--- config.mk ---
export PLATFORM = sky130hd
export DESIGN_NAME = chunky_pixel_write_combiner_top_flat
export DESIGN_NICKNAME = d
export VERILOG_FILES = /design/src/rtl/cpwc_pkg.sv /design/src/rtl/cpwc_in_if.sv /design/src/rtl/cpwc_out_if.sv /design/src/rtl/cpwc_drain.sv /design/src/rtl/chunky_pixel_write_combiner_top.sv /design/src/flat_wrapper.sv
export SDC_FILE = /design/constraint.sdc
export NUM_CORES = 1
export LEC_CHECK = 0
export BUFFER_PORTS_ARGS = -buffer_cell sky130_fd_sc_hd__buf_2
export CORE_ASPECT_RATIO = 0.9
export CORE_MARGIN = 1
export CORE_UTILIZATION = 50
export CTS_CLUSTER_SIZE = 16
export DETAILED_ROUTE_END_ITERATION = 7
export PLACE_DENSITY = 0.69
export SLEW_MARGIN = 20
export SYNTH_ARGS = -nofsm -noshare
export SYNTH_HDL_FRONTEND = slang
export SYNTH_SLANG_ARGS = --single-unit
--- constraint.sdc ---
create_clock -name clk -period 20.3 [get_ports clk]
set_clock_uncertainty 0.1 [all_clocks]
set_input_delay 6.09 -clock clk [delete_from_list [all_inputs] [get_ports clk]]
set_output_delay 6.09 -clock clk [all_outputs]
set_load 0.02 [all_outputs]
--- src/rtl/cpwc_pkg.sv ---
package cpwc_pkg;

  localparam int XW        = 12;
  localparam int YW        = 12;
  localparam int ValW      = 8;
  localparam int BprW      = 11;
  localparam int PcW       = 4;
  localparam int PeW       = 8;
  localparam int AddrW     = 22;
  localparam int WordW     = 32;
  localparam int SlotW     = 5;
  localparam int PlaneIdxW = 3;
  localparam int CfgIdxW   = 2;
  localparam int CfgW      = 11;

  localparam int DefMaxPlanes = 8;

  localparam logic [BprW-1:0] BprReset = 11'd40;
  localparam logic [PcW-1:0]  PcReset  = 4'd8;
  localparam logic [PeW-1:0]  PeReset  = 8'hFF;

  localparam logic [CfgIdxW-1:0] CfgBytesPerRow = 2'd0;
  localparam logic [CfgIdxW-1:0] CfgPlaneCount  = 2'd1;
  localparam logic [CfgIdxW-1:0] CfgPlaneEnable = 2'd2;

  typedef struct packed {
    logic                   load;
    logic [AddrW-3:0]       word_sel;
    logic [WordW-1:0]       mask;
  } drain_ctl_t;

endpackage

--- src/rtl/cpwc_in_if.sv ---
interface cpwc_in_if;
  logic                        valid;
  logic                        ready;
  logic                        req_type;
  logic [cpwc_pkg::XW-1:0]     pixel_x;
  logic [cpwc_pkg::YW-1:0]     pixel_y;
  logic [cpwc_pkg::ValW-1:0]   pixel_value;

  modport source(output valid, req_type, pixel_x, pixel_y, pixel_value, input ready);
  modport sink(input valid, req_type, pixel_x, pixel_y, pixel_value, output ready);
endinterface

--- src/rtl/cpwc_out_if.sv ---
interface cpwc_out_if;
  logic                           valid;
  logic                           ready;
  logic [cpwc_pkg::PlaneIdxW-1:0] plane_index;
  logic [cpwc_pkg::AddrW-1:0]     word_addr;
  logic [cpwc_pkg::WordW-1:0]     plane_bits;
  logic [cpwc_pkg::WordW-1:0]     bit_mask;
  logic                           last_of_run;

  modport source(output valid, plane_index, word_addr, plane_bits, bit_mask, last_of_run,
                 input ready);
  modport sink(input valid, plane_index, word_addr, plane_bits, bit_mask, last_of_run,
               output ready);
endinterface

--- src/rtl/cpwc_drain.sv ---
module cpwc_drain #(
  parameter int MAX_PLANES = cpwc_pkg::DefMaxPlanes
) (
  input  logic                                    clk,
  input  logic                                    rst,
  input  cpwc_pkg::drain_ctl_t                    ctl,
  input  logic [MAX_PLANES-1:0]                   ctl_pend,
  input  logic [MAX_PLANES-1:0][cpwc_pkg::WordW-1:0] ctl_bits,
  output logic                                    free,
  cpwc_out_if.source                              words
);
  import cpwc_pkg::*;

  logic [MAX_PLANES-1:0]             pend;
  logic [MAX_PLANES-1:0][WordW-1:0]  bits;
  logic [WordW-1:0]                  mask;
  logic [AddrW-3:0]                  word_sel;

  logic                  ov;
  logic [PlaneIdxW-1:0]  o_idx;
  logic [AddrW-1:0]      o_addr;
  logic [WordW-1:0]      o_bits;
  logic [WordW-1:0]      o_mask;
  logic                  o_last;

  logic [MAX_PLANES-1:0] low;
  logic [PlaneIdxW-1:0]  low_idx;
  logic [WordW-1:0]      low_bits;
  logic                  emit;
  logic [MAX_PLANES-1:0] pend_after;

  always_comb begin
    low      = pend & (~pend + MAX_PLANES'(1));
    low_idx  = '0;
    low_bits = '0;
    for (int i = 0; i < MAX_PLANES; i++) begin
      if (low[i]) begin
        low_idx  = PlaneIdxW'(i);
        low_bits = bits[i];
      end
    end
  end

  assign emit       = (pend != '0) && (!ov || words.ready);
  assign pend_after = emit ? (pend & ~low) : pend;
  assign free       = (pend_after == '0);

  always_ff @(posedge clk) begin
    if (rst) begin
      pend <= '0;
      ov   <= 1'b0;
    end else begin
      if (ctl.load) begin
        pend <= ctl_pend;
      end else begin
        pend <= pend_after;
      end
      if (emit) begin
        ov <= 1'b1;
      end else if (words.ready) begin
        ov <= 1'b0;
      end
    end
  end

  always_ff @(posedge clk) begin
    if (ctl.load) begin
      bits     <= ctl_bits;
      mask     <= ctl.mask;
      word_sel <= ctl.word_sel;
    end
    if (emit) begin
      o_idx  <= low_idx;
      o_addr <= {word_sel, 2'b00};
      o_bits <= low_bits;
      o_mask <= mask;
      o_last <= ((pend & ~low) == '0);
    end
  end

  assign words.valid       = ov;
  assign words.plane_index = o_idx;
  assign words.word_addr   = o_addr;
  assign words.plane_bits  = o_bits;
  assign words.bit_mask    = o_mask;
  assign words.last_of_run = o_last;

  a_load_when_free: assert property (@(posedge clk) disable iff (rst) ctl.load |-> free)
    else $error("Drain buffer loaded while still busy.");
  a_load_has_work: assert property (@(posedge clk) disable iff (rst) ctl.load |=> pend != '0)
    else $error("Drain buffer loaded with no plane to emit.");
  a_low_onehot: assert property (@(posedge clk) disable iff (rst) pend != '0 |-> $onehot(low))
    else $error("Plane selection is not a single plane.");

endmodule

--- src/rtl/chunky_pixel_write_combiner_top.sv ---
// Channel | Dir | Fields                                                  | Accepted when
// pix     | in  | req_type, pixel_x, pixel_y, pixel_value                 | valid && ready
// words   | out | plane_index, word_addr, plane_bits, bit_mask, last_of_run | valid && ready
// cfg     | in  | cfg_we, cfg_index, cfg_data                             | cfg_we high
//
// A pixel write that hits the cached word merges into the cache, one item per cycle sustained.
// A miss or flush copies the cache into a drain buffer and keeps accepting; the drain buffer
// then emits one plane word per cycle through the output register while words.ready is high.
// Input stalls only when a second drain is needed before the buffer has emptied.
// Reset is synchronous; it empties the cache and the drain buffer and restores the registers.
module chunky_pixel_write_combiner_top #(
  parameter int MAX_PLANES = cpwc_pkg::DefMaxPlanes
) (
  input  logic                          clk,
  input  logic                          rst,
  cpwc_in_if.sink                       pix,
  cpwc_out_if.source                    words,
  input  logic                          cfg_we,
  input  logic [cpwc_pkg::CfgIdxW-1:0]  cfg_index,
  input  logic [cpwc_pkg::CfgW-1:0]     cfg_data
);
  import cpwc_pkg::*;

  logic [BprW-1:0] bytes_per_row;
  logic [PcW-1:0]  plane_count;
  logic [PeW-1:0]  plane_enable;

  logic             s1_valid;
  logic             s1_req;
  logic [AddrW-1:0] s1_off;
  logic [2:0]       s1_xlo;
  logic [ValW-1:0]  s1_val;

  logic [MAX_PLANES-1:0][WordW-1:0] plane_reg;
  logic [WordW-1:0]                 mask_reg;
  logic [AddrW-3:0]                 cached_sel;
  logic                             cache_valid;

  logic [AddrW:0]                   prod;
  logic [MAX_PLANES-1:0]            en_set;
  logic [MAX_PLANES-1:0][WordW-1:0] snap_bits;
  logic [SlotW-1:0]                 pos;
  logic                             miss;
  logic                             need;
  logic                             has_data;
  logic                             s1_go;
  logic                             free;
  drain_ctl_t                       ctl;

  always_ff @(posedge clk) begin
    if (rst) begin
      bytes_per_row <= BprReset;
      plane_count   <= PcReset;
      plane_enable  <= PeReset;
    end else if (cfg_we) begin
      case (cfg_index)
        CfgBytesPerRow: bytes_per_row <= cfg_data[BprW-1:0];
        CfgPlaneCount:  plane_count   <= cfg_data[PcW-1:0];
        CfgPlaneEnable: plane_enable  <= cfg_data[PeW-1:0];
        default: ;
      endcase
    end
  end

  assign prod = (AddrW+1)'(pix.pixel_y) * (AddrW+1)'(bytes_per_row)
              + (AddrW+1)'(pix.pixel_x[XW-1:3]);

  always_comb begin
    for (int p = 0; p < MAX_PLANES; p++) begin
      en_set[p]    = plane_enable[p] && (PcW'(p) < plane_count);
      snap_bits[p] = plane_reg[p] & mask_reg;
    end
  end

  assign pos      = ~{s1_off[1:0], s1_xlo};
  assign miss     = !cache_valid || (s1_off[AddrW-1:2] != cached_sel);
  assign need     = s1_req || miss;
  assign has_data = (mask_reg != '0) && (en_set != '0);
  assign s1_go    = s1_valid && !(need && has_data && !free);
  assign pix.ready = !s1_valid || s1_go;

  assign ctl.load     = s1_go && need && has_data;
  assign ctl.word_sel = cached_sel;
  assign ctl.mask     = mask_reg;

  always_ff @(posedge clk) begin
    if (rst) begin
      s1_valid    <= 1'b0;
      mask_reg    <= '0;
      cache_valid <= 1'b0;
    end else begin
      if (pix.ready) begin
        s1_valid <= pix.valid;
      end
      if (s1_go) begin
        if (s1_req) begin
          mask_reg    <= '0;
          cache_valid <= 1'b0;
        end else if (miss) begin
          mask_reg    <= WordW'(1) << pos;
          cache_valid <= 1'b1;
        end else begin
          mask_reg <= mask_reg | (WordW'(1) << pos);
        end
      end
    end
  end

  always_ff @(posedge clk) begin
    if (pix.ready && pix.valid) begin
      s1_req <= pix.req_type;
      s1_off <= prod[AddrW-1:0];
      s1_xlo <= pix.pixel_x[2:0];
      s1_val <= pix.pixel_value;
    end
    if (s1_go && !s1_req) begin
      if (miss) begin
        cached_sel <= s1_off[AddrW-1:2];
      end
      for (int p = 0; p < MAX_PLANES; p++) begin
        plane_reg[p][pos] <= s1_val[p];
      end
    end
  end

  cpwc_drain #(
    .MAX_PLANES(MAX_PLANES)
  ) u_drain (
    .clk      (clk),
    .rst      (rst),
    .ctl      (ctl),
    .ctl_pend (en_set),
    .ctl_bits (snap_bits),
    .free     (free),
    .words    (words)
  );

  a_mask_needs_valid: assert property (@(posedge clk) disable iff (rst)
    mask_reg != '0 |-> cache_valid)
    else $error("Written pixels held in an invalid cache.");
  a_no_stall_empty: assert property (@(posedge clk) disable iff (rst)
    (s1_valid && !has_data) |-> s1_go)
    else $error("Item stalled although the cache holds nothing to drain.");
  a_stall_holds: assert property (@(posedge clk) disable iff (rst)
    (s1_valid && !s1_go) |=> s1_valid)
    else $error("Stalled item was lost.");

endmodule
--- src/flat_wrapper.sv ---
// flat-port wrapper written by rule: the top's interface ports become plain ports
module chunky_pixel_write_combiner_top_flat import cpwc_pkg::*;
#(
  parameter int MAX_PLANES = cpwc_pkg::DefMaxPlanes
)
  (clk, rst, cfg_we, cfg_index, cfg_data, pix_valid, pix_req_type, pix_pixel_x, pix_pixel_y, pix_pixel_value, pix_ready, words_valid, words_plane_index, words_word_addr, words_plane_bits, words_bit_mask, words_last_of_run, words_ready);
  cpwc_in_if pix_i ();
  cpwc_out_if words_i ();
  input  logic clk;
  input  logic rst;
  input  logic cfg_we;
  input  logic [cpwc_pkg::CfgIdxW-1:0] cfg_index;
  input  logic [cpwc_pkg::CfgW-1:0] cfg_data;
  input wire logic [$bits(pix_i.valid)-1:0] pix_valid;
  input wire logic [$bits(pix_i.req_type)-1:0] pix_req_type;
  input wire logic [$bits(pix_i.pixel_x)-1:0] pix_pixel_x;
  input wire logic [$bits(pix_i.pixel_y)-1:0] pix_pixel_y;
  input wire logic [$bits(pix_i.pixel_value)-1:0] pix_pixel_value;
  output wire logic [$bits(pix_i.ready)-1:0] pix_ready;
  output wire logic [$bits(words_i.valid)-1:0] words_valid;
  output wire logic [$bits(words_i.plane_index)-1:0] words_plane_index;
  output wire logic [$bits(words_i.word_addr)-1:0] words_word_addr;
  output wire logic [$bits(words_i.plane_bits)-1:0] words_plane_bits;
  output wire logic [$bits(words_i.bit_mask)-1:0] words_bit_mask;
  output wire logic [$bits(words_i.last_of_run)-1:0] words_last_of_run;
  input wire logic [$bits(words_i.ready)-1:0] words_ready;
  assign pix_i.valid = pix_valid;
  assign pix_i.req_type = pix_req_type;
  assign pix_i.pixel_x = pix_pixel_x;
  assign pix_i.pixel_y = pix_pixel_y;
  assign pix_i.pixel_value = pix_pixel_value;
  assign pix_ready = pix_i.ready;
  assign words_valid = words_i.valid;
  assign words_plane_index = words_i.plane_index;
  assign words_word_addr = words_i.word_addr;
  assign words_plane_bits = words_i.plane_bits;
  assign words_bit_mask = words_i.bit_mask;
  assign words_last_of_run = words_i.last_of_run;
  assign words_i.ready = words_ready;
  chunky_pixel_write_combiner_top #(.MAX_PLANES(MAX_PLANES)) u_core (.clk(clk), .rst(rst), .pix(pix_i), .words(words_i), .cfg_we(cfg_we), .cfg_index(cfg_index), .cfg_data(cfg_data));
endmodule
==> summary.md, run 1 <==
| Metric | Value |
|---|---|
| Status | `complete, no violations` |
| Slew @ Worst Pin | `1136 ps` |
| Crit share post-route | `0.7009` |
| Cell Rows | `88` |
| Crit path DAT | `about 8000 ps` |
| Hold-critical path endpoint | `u_core.u_drain.words.word_addr[19]` |
| Setup crit start kind | `input pin` |
| CTS Buf Count | `77` |
| Max layer used | `met4` |
| Worst path max stage delay | `approximately 510 ps` |
| Mapped cell area | `~32000 sq um` |
| Post-CTS sizing | `0` |
| Ys Warns | `0` |
| Post-synth EDFFs | `706` |
| Multi-input logic area | `around 8900 sq um` |
| Clock sink count | `~770` |
| PwrDens | `between 90 and 100 nW/um^2` |
| MaxCap Viol Count | `0` |
| Die extent in y | `~240 um` |
| Final Cell Area | `approximately 37000 sq um` |
| Asr flop ratio synth | `0` |
| First-pass GRT wire length | `a little over 100000 um` |
| Bufs and invs on worst path | `2` |
| Share of cells above drive strength 1 | `0.1374` |
| Leakage | `around 0.013 uW` |
| Hold-fix buffers, CTS | `0` |
| I/O pin cnt | `approximately 140` |
| Setup crit end kind | `primary output` |
| Iter 0 DRT Violations | `about 1500` |
| Placeable core area | `around 64000 sq um` |
| Met2 Routed Length | `around 33000 um` |
| R2r setup slk | `14510 ps` |
| Final Wtd Congestion | `between 0.8 and 0.9` |
| Slew HR | `0.2379` |
| Slowest CP cell | `or3_1` |
| Final hold slack | `around 320 ps` |
| Die area | `about 66000 sq um` |
| Via density | `around 5.5` |
| Final #Nets | `around 2500` |
| Clock buffer depth | `3` |
| Mapped Cells | `around 2200` |
| Most frequent cells in the layout | `706 x edfxtp_1, 320 x and2_1, 198 x nand2_1` |
| Setup-failing EPs final | `0` |
| Storage cell area | `~23000 sq um` |
| HPWL Detailed | `between 40000 and 50000 um` |
| Clock Pin Slew Worst Setup and Hold Paths | `around 60 ps` |
| R2r endpoint | `u_core.s1_off[20]` |
| Hold_sp | `u_core.u_drain.word_sel[17]` |
| Total Wirelength | `68580 um` |
| Root Buffer | `clkbuf_16` |
| CTS tree | `yes` |
| Pre-Repair DR Iteration Count | `5` |
| Vias in the first global route | `~18000` |
| Die width | `about 270 um` |
| Post-CTS setup buffers | `0` |
| Final Power | `between 3000 and 4000 uW` |
| Count of input and output buffers | `140` |
| Unrepaired setup endpoints after global routing | `false` |
| Minimum clock period | `around 14000 ps` |
| Peak VDD IR | `0.06001 mV` |
| DR vias | `between 15000 and 20000` |
| Crit-path most repeated cell | `buf_2` |
| Pin count of the biggest net entering global routing | `between 90 and 100` |
| Synth-to-Final Area Change | `13.79%` |
| Drc violations | `0` |
| Drt wl/cell | `~21 um` |
| Skew-Pair Late Insertion Delay | `between 600 and 700 ps` |
| Fin Setup TNS | `0 ps` |
| Netlist cell types | `between 70 and 80` |
| Initial antenna violation count | `2` |
| CTS H-tree depth | `3` |
| FF+latch count, synth | `roughly 770` |
| WS Path Type | `input pin to primary output` |
| Delay-heaviest family, CP | `simple AND/OR/NAND/NOR gates` |
| Worst r2r src | `u_core.bytes_per_row[2]` |
| Seq/Total Area, Yosys | `0.6974` |
| FILL cells | `between 4000 and 5000` |
| Initial Utilization | `0.5048` |
| GRT Residual Overflow | `0` |
| WL met3 | `4470 um` |
| Max Fanout on Critical Path | `8` |
| Met1 Routed Length | `approximately 30000 um` |
| Post-Place Cell Area | `about 34000 sq um` |
| Hold Crit Depth | `0` |
| Hold violation count in the final report | `0` |
| Data required time of the worst path | `roughly 14000 ps` |
| Min-delay worst type | `flop to flop` |
| Commonest non-fill, non-tap cell in the layout | `edfxtp_1` |
| Cell Chain, Critical Path | `buf_2, nor2b_1, a31o_2, o21ai_1, and4_1, or3_1, buf_2` |
| Post-DRT Antenna Nets | `0` |
| Maximum clock frequency | `70.28 MHz` |
| Slew Viols, Final | `0` |
| Main flop type after synthesis | `edfxtp_1` |
| Worst r2r path cells | `17` |
| GR Util All Layers | `0.2104` |
| Syn_area_per_cell | `14.96 sq um` |
==> how the worst max path moves through the flow <==
stage	from	endpoint	slack, ps	cells after the start
after floorplan	words_ready	u_core.u_drain.pend[6]	190	8
after global placement	words_ready	pix_ready	6220	7
after detailed placement	words_ready	pix_ready	6110	7
after CTS	words_ready	pix_ready	6100	7
after global routing	words_ready	pix_ready	6000	7
final	words_ready	pix_ready	6070	7
==> synthesized netlist by cell type (16+ instances only) <==
cell type  number  area, sq um
dfxtp_1        66         1321
edfxtp_1      706        21200
nand2_1       198        743.2
nor2_1         44        165.2
nor4_1         24        150.1
xnor2_1        28        245.2
clkbuf_1       71        266.5
nand3_1        20        100.1
and2_1        320         2002
a221o_1        32        320.3
o2111ai_1      34        297.8
a22oi_1        64        480.5
fa_1           97         1942
a21oi_1        33        165.2
o2bb2ai_1      16        140.1
inv_1         158        593.1
ha_1           61        763.2
==> metrics by stage <==
| stage | std cells | worst slack, ps | utilization |
|---|---|---|---|
| after CTS | 3249 | 6105 | 0.5737 |
| after global routing | 3250 | 5999 | 0.5744 |
| after floorplan | 2159 | 191.7 | - |
| after global placement | 3107 | 6219 | 0.5320 |
| after detailed placement | 3107 | 6115 | 0.5320 |
| final | 3250 | 6072 | 0.5744 |
==> power by group <==
part           internal, uW  switching (uW)
clock                   878             584
sequential             1800            28.8
combinational           130             232
total                  2810             844
==> cell type report <==
cell class / instances / area share
Multi-Input combinational cell: 1143 / 0.2419
Antenna cell: 1 / 0.00006810
Clock inverter: 33 / 0.009466
Inverter: 159 / 0.01631
Sequential cell: 772 / 0.6130
Clock buffer: 109 / 0.06313
Timing Repair Buffer: 178 / 0.02704
Tap cell: 855 / 0.02911
==> cells by family after synthesis <==
family,after synthesis,share of synthesized area
compound gates,258,0.06296
xor+xnor,41,0.01112
fa+ha+maj,160,0.08439
buf+inv,244,0.02929
flops,772,0.6974
mux,4,0.001240
other cells,1,0.0001161
simple gates,678,0.1134
==> metal layers <==
metal,vias to the layer above,GRT usage
met5,-,0
met4,0,0.07303
met3,129,0.03957
met2,598,0.3411
met1,8932,0.2858
li1,8143,-
Note: power is estimated with default switching activity, not from simulation.
==> run 2: changes to the inputs <==
- clock period: 20.3 -> 11.8 ns (I/O delays scaled with it)
==> summary.md, run 2 (synthesis gave the netlist of run 1 again) <==
| Metric | Value |
|---|---|
| Slew @ Worst Pin | `1185 ps (+49.05 ps)` |
| Drt wl/cell | `21.17 um (+0.33%)` |
| Clock Pin Slew Worst Setup and Hold Paths | `60 ps (about the same)` |
| Hold violation count in the final report | `0 (unchanged)` |
| Inst Count DP | `3107 (unchanged)` |
| Commonest non-fill, non-tap cell in the layout | `edfxtp_1` |
| Final #Nets | `2540 (unchanged)` |
| Post-CTS setup buffers | `0 (unchanged)` |
| CTS H-tree depth | `3 (unchanged)` |
| PnR worst setup slack | `2783 ps (-3288 ps)` |
| Setup-failing EPs final | `0 (unchanged)` |
| Drc violations | `1 (+1)` |
| Die extent in y | `243.1 um (unchanged)` |
| Iter 0 DRT Violations | `1439 (-2.6%)` |
| Sw power | `1452 uW (+72%)` |
| Max Fanout on Critical Path | `8 (unchanged)` |
| Hold-fix buffers, CTS | `0 (unchanged)` |
| Synth-to-Final Area Change | `13.19%` |
| Pre-Repair DR Iteration Count | `8 (+3)` |
| Combinational group share of total power | `0.102 (+0.003)` |
| HPWL Detailed | `42140 um (-0.81%)` |
| Multi-input logic area | `8886 sq um (about the same)` |
| Slew HR | `0.2049 (-0.03292)` |
| Initial Utilization | `0.5048 (unchanged)` |
| Count of input and output buffers | `140 (unchanged)` |
| CTS Buf Count | `77 (unchanged)` |
| Setup crit start kind | `input pin` |
| Vias in the first global route | `18030 (+1.8%)` |
| Via density | `5.511 (+0.61%)` |
| Crit share post-route | `0.7641` |
| Post-CTS sizing | `0 (unchanged)` |
| Clock power share | `0.387 (-0.013)` |
| Sequential share of power | `0.511 (+0.010)` |
| Placeable core area | `63970 sq um (unchanged)` |
| Skew-Pair Late Insertion Delay | `620 ps (about the same)` |
| Internal power | `4708 uW (+68%)` |
| Fin cells | `3247 (-0.092%)` |
| FILL cells | `4894 (-1.5%)` |
| Storage cell area | `22520 sq um (unchanged)` |
| Maximum clock frequency | `110.9 MHz` |
| Status | `complete, but fails checks` |
| I/O pin cnt | `143 (unchanged)` |
| Unrepaired setup endpoints after global routing | `false` |
| Die width | `269.9 um (unchanged)` |
| GR Util All Layers | `0.2128 (+0.002443)` |
| Root Buffer | `clkbuf_16` |
| Share of cells above drive strength 1 | `0.1363 (-0.001139)` |
| WS Path Type | `input pin to primary output` |
| Post-DRT Antenna Nets | `0 (unchanged)` |
| Total Wirelength | `68740 um (+0.23%)` |
| Fin Setup TNS | `0 ps (unchanged)` |
| Minimum clock period | `between 9000 and 10000 ps` |
| Final Wtd Congestion | `0.8515 (+1.6%)` |
| Pre-CTS WS | `2805 ps (-3310 ps)` |
| MaxCap Viol Count | `0 (unchanged)` |
| Clock buffer depth | `3 (unchanged)` |
| First-pass GRT wire length | `105400 um (+1.4%)` |
| Setup crit end kind | `primary output` |
| Crit path DAT | `5380 ps (-2660 ps)` |
| Net Sw Frac | `0.2357 (+0.004668)` |
| Most frequent cells in the layout | `706 x edfxtp_1, 320 x and2_1, 198 x nand2_1` |
| Peak VDD IR | `0.09097 mV (+52%)` |
| Min-delay worst type | `flop to flop` |
| N_diodes | `0 (-1)` |
| DR vias | `17890 (+0.52%)` |
| Slew Viols, Final | `0 (unchanged)` |
| Initial antenna violation count | `1 (-1)` |
| CTS tree | `yes` |
| Violated checks | `design-rule violations` |
| Pin count of the biggest net entering global routing | `177 (+79%)` |
| GRT Residual Overflow | `0 (unchanged)` |
| Cell Rows | `88 (unchanged)` |
| Clock sink count | `772 (unchanged)` |
| Data required time of the worst path | `8160 ps (-5950 ps)` |
| PwrDens | `168.5 nW/um^2 (+69%)` |
| Leakage | `0.01323 uW (-0.60%)` |
| Die area | `65610 sq um (unchanged)` |
## run 2: cell count changes in the layout (fill, tap and decap cells not counted), moves of 2 or more
| cell | delta |
|---|---|
| clkinv_2 | +11 |
| clkbuf_16 | -8 |
| clkbuf_8 | -6 |
| clkbuf_1 | -3 |
| clkinv_1 | +3 |
| buf_6 | -2 |
| clkinv_4 | +2 |
## run 2: per-layer routing
layer,up-vias,GRT usage,share of wire
met2,640,0.3520,0.49
met1,9011,0.2902,0.43
met5,-,0,0
met3,105,0.03631,0.066
li1,8138,-,-
met4,0,0.06166,0.021
## run 2: layout make-up
class / instances / share of cell area
sequential: 772 / 0.6163
timing repair buffer: 178 / 0.02732
clock buffer: 92 / 0.05542
clock inverter: 48 / 0.01222
tap: 855 / 0.02927
inverter: 159 / 0.01640
multi-input combinational: 1143 / 0.2431
## run 2: path summary, 6_finish.rpt
| path | start | endpoint | slack [ps] | depth (start not counted) |
|---|---|---|---|---|
| setup / recovery | words_ready | pix_ready | 2780 | 7 |
| hold / removal | u_core.u_drain.mask[7] | u_core.u_drain.words.bit_mask[7] | 310 | 0 |
| setup reg to reg | u_core.bytes_per_row[2] | u_core.s1_off[19] | 6100 | 17 |
| hold reg to reg | u_core.u_drain.mask[7] | u_core.u_drain.words.bit_mask[7] | 310 | 0 |
## run 2: stage by stage
stage	util	total power, uW	hold WS (ps)	instance area [sq um]
2_1_floorplan	-	3630	300.3	32300
3_3_place_gp	0.5322	3812	302.1	34050
3_5_place_dp	0.5325	3831	304.5	34060
4_1_cts	0.5711	6197	315.5	36540
5_1_grt	0.5714	6386	320.0	36550
6_report	0.5714	6160	312.7	36550
## run 2: power by group through the flow
| stage | logic (uW) | registers (uW) | clock network [uW] |
|---|---|---|---|
| detailed placement | 624 | 3210 | 0 |
| global placement | 610 | 3200 | 0 |
| global route | 700 | 3160 | 2530 |
| finish | 629 | 3150 | 2380 |
| CTS | 629 | 3150 | 2420 |
| floorplan | 394 | 3240 | 0 |
## run 2: worst max-delay path: stages
cell	delay (ps)
buf_2	100
nor2b_1	450
a31o_2	250
o21ai_1	110
and4_1	260
or3_1	460
buf_2	200
==> run 3: changes to the inputs <==
- PLACE_DENSITY: 0.69 -> 0.67
- clock period: 11.8 -> 8.9 ns (I/O delays scaled with it)
==> summary.md, run 3 (synthesis gave the netlist of run 1 again) <==
| Metric | Value |
|---|---|
| Status | `complete, no violations` |
| First-pass GRT wire length | `105400 um (about the same)` |
| Vias in the first global route | `17980 (-0.26%)` |
| Setup-failing EPs final | `0 (unchanged)` |
| Skew-Pair Late Insertion Delay | `630 ps (about the same)` |
| Worst r2r path cells | `17 (unchanged)` |
| Clock Pin Slew Worst Setup and Hold Paths | `60 ps (about the same)` |
| Pin count of the biggest net entering global routing | `126 (-29%)` |
| Post-DRT Antenna Nets | `0 (unchanged)` |
| Cell Rows | `88 (unchanged)` |
| CTS H-tree depth | `3 (unchanged)` |
| Worst path max stage delay | `480 ps (+20 ps)` |
| Synth-to-Final Area Change | `13.22% (about the same)` |
| R2r endpoint | `u_core.s1_off[19]` |
| Setup crit end kind | `primary output` |
| Drt wl/cell | `21.18 um (about the same)` |
| Pre-Repair DR Iteration Count | `5 (-3)` |
| Max Fanout on Critical Path | `8 (unchanged)` |
| Slew HR | `0.2484 (+0.04345)` |
| GR Util All Layers | `0.2130 (about the same)` |
| HPWL Detailed | `42860 um (+1.7%)` |
| Clock buffer depth | `3 (unchanged)` |
| Hold violation count in the final report | `0 (unchanged)` |
| Initial Utilization | `0.5048 (unchanged)` |
| Peak VDD IR | `0.1207 mV (+33%)` |
| Maximum clock frequency | `135.4 MHz` |
| Cell Chain, Critical Path | `buf_2, nor2b_1, a31o_2, o21ai_1, and4_1, or3_1, buf_2` |
| Most frequent cells in the layout | `706 x edfxtp_1, 320 x and2_1, 198 x nand2_1` |
| Slew Viols, Final | `0 (unchanged)` |
| DR vias | `17720 (-0.96%)` |
| Final #Nets | `2539 (-0.039%)` |
| Die width | `269.9 um (unchanged)` |
| Share of cells above drive strength 1 | `0.1366 (+0.0003039)` |
| Crit path DAT | `4620 ps (-760 ps)` |
| Minimum clock period | `around 7400 ps` |
| Clock sink count | `772 (unchanged)` |
| Via density | `5.455 (-1.0%)` |
| Die extent in y | `243.1 um (unchanged)` |
| Multi-input logic area | `8891 sq um (about the same)` |
| Min-delay worst type | `flop to flop` |
| Drc violations | `0 (-1)` |
| PwrDens | `223.1 nW/um^2 (+32%)` |
| GRT Residual Overflow | `0 (unchanged)` |
| Unrepaired setup endpoints after global routing | `false` |
| Fin Setup TNS | `0 ps (unchanged)` |
| Slew @ Worst Pin | `1120 ps (-64.75 ps)` |
| Count of input and output buffers | `140 (unchanged)` |
| Total Wirelength | `68810 um (+0.11%)` |
| WS Path Type | `input pin to primary output` |
| FILL cells | `4934 (+0.82%)` |
| Post-CTS setup buffers | `0 (unchanged)` |
| I/O pin cnt | `143 (unchanged)` |
| MaxCap Viol Count | `0 (unchanged)` |
| Final Power | `8156 uW (+32%)` |
| Worst r2r src | `u_core.bytes_per_row[4]` |
| Post-CTS sizing | `0 (unchanged)` |
| Iter 0 DRT Violations | `1518 (+5.5%)` |
| Setup crit start kind | `input pin` |
| Slowest CP cell | `or3_1` |
| Final Wtd Congestion | `0.8419 (-1.1%)` |
| CTS Buf Count | `77 (unchanged)` |
| Crit-path most repeated cell | `buf_2` |
| Worst setup path end | `pix_ready` |
| Placeable core area | `63970 sq um (unchanged)` |
| Data required time of the worst path | `6130 ps (-2030 ps)` |
| Leakage | `0.01323 uW (about the same)` |
| Crit share post-route | `0.8300` |
| Crit path from | `words_ready` |
| Storage cell area | `22520 sq um (unchanged)` |
| Hold-fix buffers, CTS | `0 (unchanged)` |
| Commonest non-fill, non-tap cell in the layout | `edfxtp_1` |
| CTS tree | `yes` |
| N_diodes | `0 (unchanged)` |
| Core Util, Final | `0.5715 (about the same)` |
| Initial antenna violation count | `0 (-1)` |
| R2r setup slk | `3270 ps (-2830 ps)` |
| Root Buffer | `clkbuf_16` |
| Die area | `65610 sq um (unchanged)` |
run 3: changes by cell type in the layout (fill, tap and decap cells not counted), moves of 3 or more:
cell,previous run,this run
clkbuf_1,13,17
clkinv_2,18,15
inv_16,0,3
clkbuf_8,0,4
run 3: layout make-up:
class / instances / area share
Sequential cell: 772 / 0.6160
Inverter: 159 / 0.01639
Timing Repair Buffer: 177 / 0.02744
Multi-Input combinational cell: 1143 / 0.2432
Clock buffer: 101 / 0.05691
Tap cell: 855 / 0.02926
Clock inverter: 42 / 0.01078
run 3: worst min-delay path by stage:
stage | startpoint | end | slack [ps] | cells after the start
after detailed placement | u_core.u_drain.mask[21] | u_core.u_drain.words.bit_mask[21] | 300 | 0
after global routing | u_core.u_drain.mask[11] | u_core.u_drain.words.bit_mask[11] | 330 | 0
after global placement | u_core.u_drain.mask[20] | u_core.u_drain.words.bit_mask[20] | 300 | 0
final | u_core.u_drain.mask[28] | u_core.u_drain.words.bit_mask[28] | 320 | 0
after floorplan | u_core.u_drain.mask[0] | u_core.u_drain.words.bit_mask[0] | 300 | 0
after CTS | u_core.u_drain.word_sel[7] | u_core.u_drain.words.word_addr[9] | 320 | 0
run 3: where the power goes:
part           leakage (uW)  internal (uW)  total, uW  switching [uW]
Combinational       0.00504            297        831             534
Sequential          0.00698           4110       4180            67.7
Clock               0.00121           1810       3150            1340
run 3: worst max-delay path, delay by kind of cell:
family	cells	cell delay [ps]
AOI/OAI and AO/OA	2	390
buffers and inverters	2	320
and+or+nand+nor	3	1230
run 3: per-stage QoR:
stage	worst slack [ps]	instance area, sq um	cells	hold WS [ps]
after floorplan	-2794	32300	2159	300.3
after global placement	1169	34050	3106	301.5
after detailed placement	1060	34070	3106	304.5
after CTS	1526	36540	3249	316.2
after global routing	1408	36560	3249	327.6
final	1513	36560	3249	317.8
run 3: per-layer routing:
metal	track usage	wire length [um]
met1	0.2901	30110
met3	0.03294	3728
met5	0	0
met4	0.06434	1483
met2	0.3542	33490
